**src/rtl/sm4_pkg.sv**
```systemverilog
// Shared types, constants and round functions for the SM4 cipher unit.
// No dependencies; imported by rtl/sm4_block_cipher_ctr_unit.sv and tb/testbench.sv.
package sm4_pkg;

  // Input and result words
  typedef struct packed {
    logic [63:0] data_high;
    logic [63:0] data_low;
  } data_t;

  typedef struct packed {
    logic [63:0] result_high;
    logic [63:0] result_low;
  } result_t;

  // Configuration register indexes
  localparam int unsigned CFG_INDEX_W = 3;
  localparam logic [CFG_INDEX_W-1:0] REG_KEY_HIGH  = 3'd0;
  localparam logic [CFG_INDEX_W-1:0] REG_KEY_LOW   = 3'd1;
  localparam logic [CFG_INDEX_W-1:0] REG_MODE      = 3'd2;
  localparam logic [CFG_INDEX_W-1:0] REG_CTR_HIGH  = 3'd3;
  localparam logic [CFG_INDEX_W-1:0] REG_CTR_LOW   = 3'd4;

  // Mode codes; the unused code behaves as encrypt
  localparam logic [1:0] MODE_ENC = 2'd0;
  localparam logic [1:0] MODE_DEC = 2'd1;
  localparam logic [1:0] MODE_CTR = 2'd2;

  localparam int unsigned NROUNDS = 32;
  localparam int unsigned RIDX_W  = 5;

  // System parameter FK
  localparam logic [31:0] FK0 = 32'hA3B1BAC6;
  localparam logic [31:0] FK1 = 32'h56AA3350;
  localparam logic [31:0] FK2 = 32'h677D9197;
  localparam logic [31:0] FK3 = 32'hB27022DC;

  localparam logic [7:0] SBOX [256] = '{
    8'hD6,8'h90,8'hE9,8'hFE,8'hCC,8'hE1,8'h3D,8'hB7,8'h16,8'hB6,8'h14,8'hC2,8'h28,8'hFB,8'h2C,8'h05,
    8'h2B,8'h67,8'h9A,8'h76,8'h2A,8'hBE,8'h04,8'hC3,8'hAA,8'h44,8'h13,8'h26,8'h49,8'h86,8'h06,8'h99,
    8'h9C,8'h42,8'h50,8'hF4,8'h91,8'hEF,8'h98,8'h7A,8'h33,8'h54,8'h0B,8'h43,8'hED,8'hCF,8'hAC,8'h62,
    8'hE4,8'hB3,8'h1C,8'hA9,8'hC9,8'h08,8'hE8,8'h95,8'h80,8'hDF,8'h94,8'hFA,8'h75,8'h8F,8'h3F,8'hA6,
    8'h47,8'h07,8'hA7,8'hFC,8'hF3,8'h73,8'h17,8'hBA,8'h83,8'h59,8'h3C,8'h19,8'hE6,8'h85,8'h4F,8'hA8,
    8'h68,8'h6B,8'h81,8'hB2,8'h71,8'h64,8'hDA,8'h8B,8'hF8,8'hEB,8'h0F,8'h4B,8'h70,8'h56,8'h9D,8'h35,
    8'h1E,8'h24,8'h0E,8'h5E,8'h63,8'h58,8'hD1,8'hA2,8'h25,8'h22,8'h7C,8'h3B,8'h01,8'h21,8'h78,8'h87,
    8'hD4,8'h00,8'h46,8'h57,8'h9F,8'hD3,8'h27,8'h52,8'h4C,8'h36,8'h02,8'hE7,8'hA0,8'hC4,8'hC8,8'h9E,
    8'hEA,8'hBF,8'h8A,8'hD2,8'h40,8'hC7,8'h38,8'hB5,8'hA3,8'hF7,8'hF2,8'hCE,8'hF9,8'h61,8'h15,8'hA1,
    8'hE0,8'hAE,8'h5D,8'hA4,8'h9B,8'h34,8'h1A,8'h55,8'hAD,8'h93,8'h32,8'h30,8'hF5,8'h8C,8'hB1,8'hE3,
    8'h1D,8'hF6,8'hE2,8'h2E,8'h82,8'h66,8'hCA,8'h60,8'hC0,8'h29,8'h23,8'hAB,8'h0D,8'h53,8'h4E,8'h6F,
    8'hD5,8'hDB,8'h37,8'h45,8'hDE,8'hFD,8'h8E,8'h2F,8'h03,8'hFF,8'h6A,8'h72,8'h6D,8'h6C,8'h5B,8'h51,
    8'h8D,8'h1B,8'hAF,8'h92,8'hBB,8'hDD,8'hBC,8'h7F,8'h11,8'hD9,8'h5C,8'h41,8'h1F,8'h10,8'h5A,8'hD8,
    8'h0A,8'hC1,8'h31,8'h88,8'hA5,8'hCD,8'h7B,8'hBD,8'h2D,8'h74,8'hD0,8'h12,8'hB8,8'hE5,8'hB4,8'hB0,
    8'h89,8'h69,8'h97,8'h4A,8'h0C,8'h96,8'h77,8'h7E,8'h65,8'hB9,8'hF1,8'h09,8'hC5,8'h6E,8'hC6,8'h84,
    8'h18,8'hF0,8'h7D,8'hEC,8'h3A,8'hDC,8'h4D,8'h20,8'h79,8'hEE,8'h5F,8'h3E,8'hD7,8'hCB,8'h39,8'h48
  };

  // Byte-wise S-box substitution
  function automatic logic [31:0] tau(input logic [31:0] w);
    return {SBOX[w[31:24]], SBOX[w[23:16]], SBOX[w[15:8]], SBOX[w[7:0]]};
  endfunction

  // Linear transform L for the data rounds
  function automatic logic [31:0] l_data(input logic [31:0] b);
    return b ^ {b[29:0], b[31:30]} ^ {b[21:0], b[31:22]}
             ^ {b[13:0], b[31:14]} ^ {b[7:0], b[31:8]};
  endfunction

  // Linear transform L' for the key schedule
  function automatic logic [31:0] l_key(input logic [31:0] b);
    return b ^ {b[18:0], b[31:19]} ^ {b[8:0], b[31:9]};
  endfunction

  // CK word: byte j of word i is 7 * (4i + j) mod 256
  function automatic logic [31:0] ck_word(input logic [RIDX_W-1:0] i);
    logic [31:0] w;
    w = '0;
    for (int j = 0; j < 4; j++) begin
      w = {w[23:0], 8'({1'b0, i, 2'(j)} * 8'd7)};
    end
    return w;
  endfunction

endpackage

```
**src/rtl/sm4_block_cipher_ctr_unit.sv**
```systemverilog
// SM4 cipher unit: block encrypt, block decrypt and counter mode.
// One block at a time: input is held off until the single round unit has iterated
// 32 times over the round key memory and the result has moved to the output register.
// Key expansion runs after reset and after each key write; input and
// configuration are held off meanwhile. Reset (rst, synchronous) starts expansion of
// the all-zero key and loads encrypt mode and a zero counter.
module sm4_block_cipher_ctr_unit
  import sm4_pkg::*;
(
  input  logic                   clk,
  input  logic                   rst,
  input  logic                   in_valid,
  output logic                   in_stall,
  input  data_t                  in_data,
  output logic                   out_valid,
  input  logic                   out_stall,
  output result_t                out_data,
  input  logic                   cfg_valid,
  output logic                   cfg_ready,
  input  logic [CFG_INDEX_W-1:0] cfg_index,
  input  logic [63:0]            cfg_data
);

  typedef enum logic [1:0] {ST_IDLE, ST_EXPAND, ST_ROUND, ST_DONE} state_t;

  state_t            state;
  logic [RIDX_W-1:0] cnt;
  logic [31:0]       x0, x1, x2, x3;
  logic [63:0]       key_high, key_low;
  logic [1:0]        cipher_mode;
  logic [63:0]       counter_high, counter_low;
  data_t             data_hold;
  logic              is_ctr;

  // Round key memory, registered read
  logic [31:0]       rk_mem [NROUNDS];
  logic [31:0]       rk_q;
  logic [RIDX_W-1:0] rd_idx, rd_addr;

  logic              in_acc, cfg_acc, key_wr, reverse;
  logic [63:0]       key_high_next, key_low_next;
  logic [31:0]       t_in, sub, nx;
  logic [127:0]      counter_next;
  logic [127:0]      final_block;

  assign in_stall  = (state != ST_IDLE) || cfg_valid;
  assign cfg_ready = (state == ST_IDLE);
  assign in_acc    = in_valid && !in_stall;
  assign cfg_acc   = cfg_valid && cfg_ready;
  assign key_wr    = cfg_acc && ((cfg_index == REG_KEY_HIGH) || (cfg_index == REG_KEY_LOW));
  assign reverse   = (cipher_mode == MODE_DEC);

  // Pick the new key halves for a key write
  assign key_high_next = (cfg_index == REG_KEY_HIGH) ? cfg_data : key_high;
  assign key_low_next  = (cfg_index == REG_KEY_LOW) ? cfg_data : key_low;

  // Address the next round key; reverse order for decryption
  assign rd_idx  = (state == ST_IDLE) ? '0 : cnt + RIDX_W'(1);
  assign rd_addr = reverse ? ~rd_idx : rd_idx;

  // Shared round function: schedule step or data round
  assign t_in = x1 ^ x2 ^ x3 ^ ((state == ST_EXPAND) ? ck_word(cnt) : rk_q);
  assign sub  = tau(t_in);
  assign nx   = x0 ^ ((state == ST_EXPAND) ? l_key(sub) : l_data(sub));

  assign counter_next = {counter_high, counter_low} + 128'd1;
  assign final_block  = {x3, x2, x1, x0} ^ (is_ctr ? data_hold : 128'd0);

  // Write round keys during expansion; the addressed key is read on every clock
  always_ff @(posedge clk) begin
    if (state == ST_EXPAND) begin
      rk_mem[cnt] <= nx;
    end
    rk_q <= rk_mem[rd_addr];
  end

  // Sequencer, working registers and output word
  always_ff @(posedge clk) begin
    if (rst) begin
      state        <= ST_EXPAND;
      cnt          <= '0;
      x0           <= FK0;
      x1           <= FK1;
      x2           <= FK2;
      x3           <= FK3;
      key_high     <= '0;
      key_low      <= '0;
      cipher_mode  <= MODE_ENC;
      counter_high <= '0;
      counter_low  <= '0;
      out_valid    <= 1'b0;
    end else begin
      // Drop the output word once taken, unless a new one replaces it
      if (out_valid && !out_stall && state != ST_DONE) begin
        out_valid <= 1'b0;
      end
      case (state)
        ST_IDLE: begin
          if (cfg_acc) begin
            case (cfg_index)
              REG_KEY_HIGH: key_high     <= cfg_data;
              REG_KEY_LOW:  key_low      <= cfg_data;
              REG_MODE:     cipher_mode  <= cfg_data[1:0];
              REG_CTR_HIGH: counter_high <= cfg_data;
              REG_CTR_LOW:  counter_low  <= cfg_data;
              default: ;
            endcase
            if (key_wr) begin
              x0    <= key_high_next[63:32] ^ FK0;
              x1    <= key_high_next[31:0] ^ FK1;
              x2    <= key_low_next[63:32] ^ FK2;
              x3    <= key_low_next[31:0] ^ FK3;
              cnt   <= '0;
              state <= ST_EXPAND;
            end
          end else if (in_acc) begin
            data_hold <= in_data;
            cnt       <= '0;
            state     <= ST_ROUND;
            if (cipher_mode == MODE_CTR) begin
              is_ctr                       <= 1'b1;
              {x0, x1, x2, x3}             <= {counter_high, counter_low};
              {counter_high, counter_low}  <= counter_next;
            end else begin
              is_ctr           <= 1'b0;
              {x0, x1, x2, x3} <= in_data;
            end
          end
        end
        ST_EXPAND, ST_ROUND: begin
          // Advance the four-word shift by one round
          x0  <= x1;
          x1  <= x2;
          x2  <= x3;
          x3  <= nx;
          cnt <= cnt + RIDX_W'(1);
          if (cnt == RIDX_W'(NROUNDS - 1)) begin
            state <= (state == ST_EXPAND) ? ST_IDLE : ST_DONE;
          end
        end
        ST_DONE: begin
          // Hand the word over once the output register is free
          if (!out_valid || !out_stall) begin
            out_data  <= final_block;
            out_valid <= 1'b1;
            state     <= ST_IDLE;
          end
        end
        default: state <= ST_IDLE;
      endcase
    end
  end

  // Last data round leads to the hand-over state
  a_round_end: assert property (@(posedge clk) disable iff (rst)
    (state == ST_ROUND && cnt == RIDX_W'(NROUNDS - 1)) |=> state == ST_DONE)
    else $error("round sequence did not finish");

  // A key write starts a fresh schedule
  a_key_expand: assert property (@(posedge clk) disable iff (rst)
    key_wr |=> (state == ST_EXPAND && cnt == '0))
    else $error("key write did not start expansion");

  // Counter steps by one on each counter-mode item
  a_ctr_step: assert property (@(posedge clk) disable iff (rst)
    (in_acc && cipher_mode == MODE_CTR) |=>
      {counter_high, counter_low} == $past(counter_next))
    else $error("counter did not advance");

endmodule

```
**config.mk**
```make
export PLATFORM = sky130hd
export DESIGN_NAME = sm4_block_cipher_ctr_unit
export DESIGN_NICKNAME = d
export VERILOG_FILES = /design/src/rtl/sm4_pkg.sv /design/src/rtl/sm4_block_cipher_ctr_unit.sv
export SDC_FILE = /design/constraint.sdc
export NUM_CORES = 2
export LEC_CHECK = 0
export ABC_CLOCK_PERIOD_IN_PS = 20700
export BUFFER_PORTS_ARGS = -buffer_cell sky130_fd_sc_hd__buf_2
export CELL_PAD_IN_SITES_DETAIL_PLACEMENT = 0
export CELL_PAD_IN_SITES_GLOBAL_PLACEMENT = 1
export CORE_AREA = 2 2 506 508
export CTS_CLUSTER_DIAMETER = 80
export DETAILED_ROUTE_END_ITERATION = 6
export DIE_AREA = 0 0 508 510
export HOLD_SLACK_MARGIN = 0.02
export PLACE_DENSITY_LB_ADDON = 0.1
export SLEW_MARGIN = 10
export SYNTH_ARGS = -nofsm -noshare
export SYNTH_HDL_FRONTEND = slang
export SYNTH_SLANG_ARGS = --single-unit
export TNS_END_PERCENT = 1
```
**constraint.sdc**
```tcl
create_clock -name clk -period 20.7 [get_ports clk]
set_clock_uncertainty 0.15 [all_clocks]
set_input_delay 5.175 -clock clk [delete_from_list [all_inputs] [get_ports clk]]
set_output_delay 5.175 -clock clk [all_outputs]
set_load 0.05 [all_outputs]
```
## After elaboration in Yosys (flattened, before gate mapping)

Memories as Yosys holds them, arrays and structs flattened. A register that Yosys moved wholly into a read port is not among the register bits.
Index checks and enable logic that the tools add are counted.

- Input port bits: 200
- Bits in latches: 0
- Bits in read-only memories: 8192
- Register bits after elaboration: 651
- Memories kept: 5
- Memory bits (writable): 1024
- Output and inout bits: 131
- Word-level logic and storage cells: 157

Memories:

| memory | depth | width | rd ports | clocked after memory_dff | wr ports | RTL line | source |
|---|---|---|---|---|---|---|---|
| (no name shown) | 256 | 8 | 1 | 0 | 0 | sm4_pkg.sv:59 | `return {SBOX[w[31:24]], SBOX[w[23:16]], SBOX[w[15:8]], SBOX[w[7:0]]};` |
| (no name shown) | 256 | 8 | 1 | 0 | 0 | sm4_pkg.sv:59 |  |
| (no name shown) | 256 | 8 | 1 | 0 | 0 | sm4_pkg.sv:59 |  |
| (no name shown) | 256 | 8 | 1 | 0 | 0 | sm4_pkg.sv:59 |  |
| rk_mem | 32 | 32 | 1 | 1 | 1 | sm4_block_cipher_ctr_unit.sv:36 | `logic [31:0] rk_mem [NROUNDS];` |

- Reduce and logical (&&, ||, !) cells: 26
- Mux-type cells: 60
- Add/subtract/negate cells: 2
- Div/mod/pow operators: 0
- Eq/ne operators: 17
- Bitwise operators: 22
- Shift operators: 0
- Multiply operators: 4
- Magnitude comparators: 4

Operators by type and width:

| operator | count |
|---|---|
| 64-bit two-way mux | 10 |
| 32-bit two-way mux | 18 |
| 32-bit XOR | 10 |
| 32-bit one-hot mux with 2 select lines | 4 |
| 128-bit by 1-bit adder with 128-bit output, second input constant | 1 |
| 128-bit two-way mux | 1 |
| 128-bit XOR | 1 |
| 8-bit two-way mux | 8 |
| 9-bit >= comparator, second input constant | 4 |
| 8-bit inverter with 9-bit output | 4 |
| 14-bit inverter | 2 |
| 5-bit two-way mux | 5 |
| 19-bit inverter | 1 |
| 17-bit inverter | 1 |
| 7-bit by 3-bit multiplier with 8-bit output, second input constant | 2 |
| 4-bit AND reduction | 4 |
| 2-bit two-way mux | 6 |
| 5-bit one-hot mux with 2 select lines | 1 |
| 3-bit AND reduction | 3 |
| 2-bit nonzero test | 4 |
| 6-bit by 3-bit multiplier with 7-bit output, second input constant | 1 |
| 2-bit == test, second input constant | 3 |
| 3-bit by 2-bit == test with 1-bit output, second input constant | 2 |
| 5-bit by 3-bit multiplier with 6-bit output, second input constant | 1 |
| 20 further kinds | 38 |

## Depth between registers and ports, before layout

- Depth in word-level cells: 14
- Mapped depth: 24
- Gate-level depth less buffers: 20

## Worst setup path before layout

Ideal clock, no wire load.

- Kind: in2reg
- Start: input rst
- End: register data_hold[0] (netlist name) (enable)
- Cell stages on the path: 4
- Arrival time: 15.158 ns
- Setup slack: 4.590 ns
- Setup time: 0.802 ns
- Data required time: 19.748 ns
- Cells stage by stage: clkbuf_1 -> clkbuf_1 -> clkbuf_1 -> nor3b_1

- Word-level cells in the longest chain between the ends: 2

RTL lines:

| what | RTL line | source |
|---|---|---|
| start: declaration | sm4_block_cipher_ctr_unit.sv:11 | `input logic rst,` |
| 1-bit inverter (no line) | - |  |
| 4-bit AND reduction (no line) | - |  |
| end signal: assignment | sm4_block_cipher_ctr_unit.sv:117 | `data_hold <= in_data;` |
| end: declaration | sm4_block_cipher_ctr_unit.sv:32 | `data_t data_hold;` |

Every way passes these cells.
A chain may end at the register's enable or synchronous reset.

## Worst setup path after layout

- Start: input cfg_valid
- End: output in_stall

- Word-level cells in the longest chain between the ends: 1

RTL lines:

| what | RTL line | source |
|---|---|---|
| start: declaration | sm4_block_cipher_ctr_unit.sv:18 | `input logic cfg_valid,` |
| 1-bit logical OR | sm4_block_cipher_ctr_unit.sv:46 | `assign in_stall = (state != ST_IDLE) \|\| cfg_valid;` |
| end: declaration | sm4_block_cipher_ctr_unit.sv:13 | `output logic in_stall,` |

Every way passes these cells.

==> results_dict.tcl <==
set metrics [dict create \
    status "completed" \
    synth_top_cell_by_area "edfxtp_1" \
    slew_viol_final 0 \
    cts_buffer_depth 3 \
    pin_count 331 \
    die-area_sq_um 259000 \
    final_cell_mix "edfxtp_1 (1281), nand2_1 (1190), a21oi_1 (631)" \
    first_pass_iters 6 \
    hp-class "reg -> reg" \
    critPathArrivalTime_ps 6120 \
    grt.total_usage_pct 30.1 \
    root_buffer "clkbuf_16" \
    gp_congestion 0.966 \
    yosysSeqAreaShare_pct 53.1 \
    crit_fanout 8 \
    drt_wl_total_um 403000 \
    fillers 24500 \
    vias_per_cell 6.16 \
    drt_iter0_markers 10300 \
    cts_tree "built" \
    die_h_um 510 \
    cts_setup_buffers 0 \
    critical-path-top-cell-by-count "buf_2" \
    syn_area_per_cell_sq_um 11.1 \
    synth_edf_count 1281 \
    rsz0062_at_grt "false" \
    grt_pass1_wl_um 549000 \
    place_area_sq_um 94500 \
    ant_nets 0 \
    numPortBuffers 330 \
    slowest_stage "buf_2" \
    timing.final.crit_share_pct 55.3 \
    synth_nets 8201 \
    fin_nets 8282 \
    vias 71300 \
    core_area_sq_um 253000 \
    fin_tns_setup_ps 0 \
    hpwl_um 273000 \
    cts-htree-levels 4 \
    cts_hold_buf 0 \
    grt_max_degree 151 \
    mostFrequentLayoutCell "edfxtp_1" \
    wl_per_cell_um 34.8 \
    synthFlopType "edfxtp_1" \
    yosysWarnings 0 \
    syn_area_sq_um 88500 \
    max_slew_margin_pct 9.84 \
    drive_above_1_share_pct 17.4 \
    crit_chain "buf_2 > nand2b_1 > buf_2" \
    synthArstFlopShare_pct 0 \
    fin_util_pct 39.8 \
    synthDistinctLibCells 109 \
    clk_pin_slew_worst_paths_ps 60 \
    hold_viol_final 0 \
    synth_seq_cells 1707 \
    cts_resized 0 \
    clock_latency_ps 880 \
    maxCapViolCount 0 \
    fin_crit_ps 11450 \
    die_w_um 508 \
    syn_to_final_growth_pct 14.1 \
    fp-row-count 185 \
    cts_made_buffers 187 \
    whs_ps 298 \
    synth_top_area_share_pct 43.5 \
    critical_path.endpoint_type "primary output" \
    grt_pass1_vias 65700 \
    drc 0 \
    setup_viol 0 \
    grt-ovfl-total 0 \
    cp.required_ps 15380 \
    antenna_found_initial 44 \
    worstSetupPathType "in -> out" \
    max_freq_mhz 87.3 \
    slowest_delay_ps 390 \
    initial_core_util_pct 34.9 \
    final_area_sq_um 101000 \
    synth_cells 7937 \
    ys_top_cells_by_area "edfxtp_1 (43%), dfxtp_1 (9.6%), mux4_2 (8.7%), nand2_1 (5.1%), a21oi_1 (3.6%)" \
    worst_pin_slew_ps 1340 \
    start_kind "input pin" \
    clock_sinks 1707 \
]
==> stage by stage <==
stage | instances | setup slack, ps
3_3_place_gp | 11200 | 9280
5_1_grt | 11600 | 9250
2_1_floorplan | 7937 | 4590
6_report | 11600 | 9250
3_5_place_dp | 11200 | 9280
4_1_cts | 11500 | 9280
==> registers in the layout (all words and copies together), names as in the netlist <==
signal and cells:
rk_q 32, rk_mem 1024, key_low 64, x3 32, out_data 128, cnt 5, x1 32, counter_high 64
out_valid 1, x2 32, cipher_mode 2, data_hold 128, is_ctr 1, counter_low 64, x0 32, state 2
key_high 64
==> cell type report <==
type                       instances  area, sq um  share of cell area (%)
antenna                           16         40.0                  0.0397
clock buffer                     255         5230                    5.18
clock inverter                    94         1190                    1.18
inverter                          53          205                   0.203
multi-input combinational       5501        39600                    39.2
sequential                      1707        47000                    46.6
tap                             3366         4210                    4.17
timing repair buffer             568         3510                    3.48
==> critical path: cells and delay by family <==
family / cells / cell delay [ps]
buffers and inverters: 2 / 650
AND/OR/NAND/NOR: 1 / 270
==> cell usage after synthesis (23+ instances only) <==
library cell	instances
xor2_1	116
inv_1	45
a211oi_1	225
nand4_1	44
o22ai_1	75
o21ai_0	390
a22oi_1	50
o221ai_1	62
clkbuf_1	482
dfxtp_1	426
nand3_1	156
o2111ai_1	28
buf_2	84
buf_4	23
nor3_1	141
mux2_2	44
a21oi_1	631
mux2i_1	130
a2111oi_0	26
nand2_1	1195
xnor2_1	304
a311oi_1	87
o211ai_1	84
nor4_1	30
edfxtp_1	1281
a221oi_1	38
a21o_1	25
a31oi_1	77
buf_1	79
nand2b_1	23
and2_1	33
nor2b_1	70
and3_1	53
o31ai_1	42
o311ai_0	50
ha_1	57
nor2_1	574
mux4_2	340
==> routing by layer <==
| metal | part of all wire [%] | vias to the layer above | track usage (%) |
|---|---|---|---|
| met2 | 43 | 3879 | 44.6 |
| met3 | 8.6 | 573 | 5.45 |
| met1 | 44 | 36500 | 43.9 |
| met5 | 0.033 | - | 0 |
| li1 | - | 30300 | - |
| met4 | 4.1 | 20 | 11.0 |
==> worst paths after layout <==
kind,start,endpoint,slack (ps),cells past startpoint
max,cfg_valid,in_stall,9250,3
min,key_high[40]$_SDFFE_PP0P_,key_high[40]$_SDFFE_PP0P_,300,2
max reg2reg,cnt[0]$_SDFFE_PP0P_,rk_mem[5][2]$_DFFE_PP_,11920,18
min reg2reg,key_high[40]$_SDFFE_PP0P_,key_high[40]$_SDFFE_PP0P_,300,2
==> kinds of logic after synthesis <==
logic type | count (synthesis) | share of synthesized area, %
and+or+nand+nor | 2385 | 11.6
muxes | 517 | 10.7
AOI/OAI and AO/OA | 2085 | 15.4
xor gates and xnor gates | 449 | 4.86
adders and majority gates | 65 | 0.976
buffers and inverters | 729 | 3.37
DFF | 1707 | 53.1
Power is left out: the tool's default activity adds up to more than one toggle a clock period on the data nets, which glitch-free logic cannot reach.
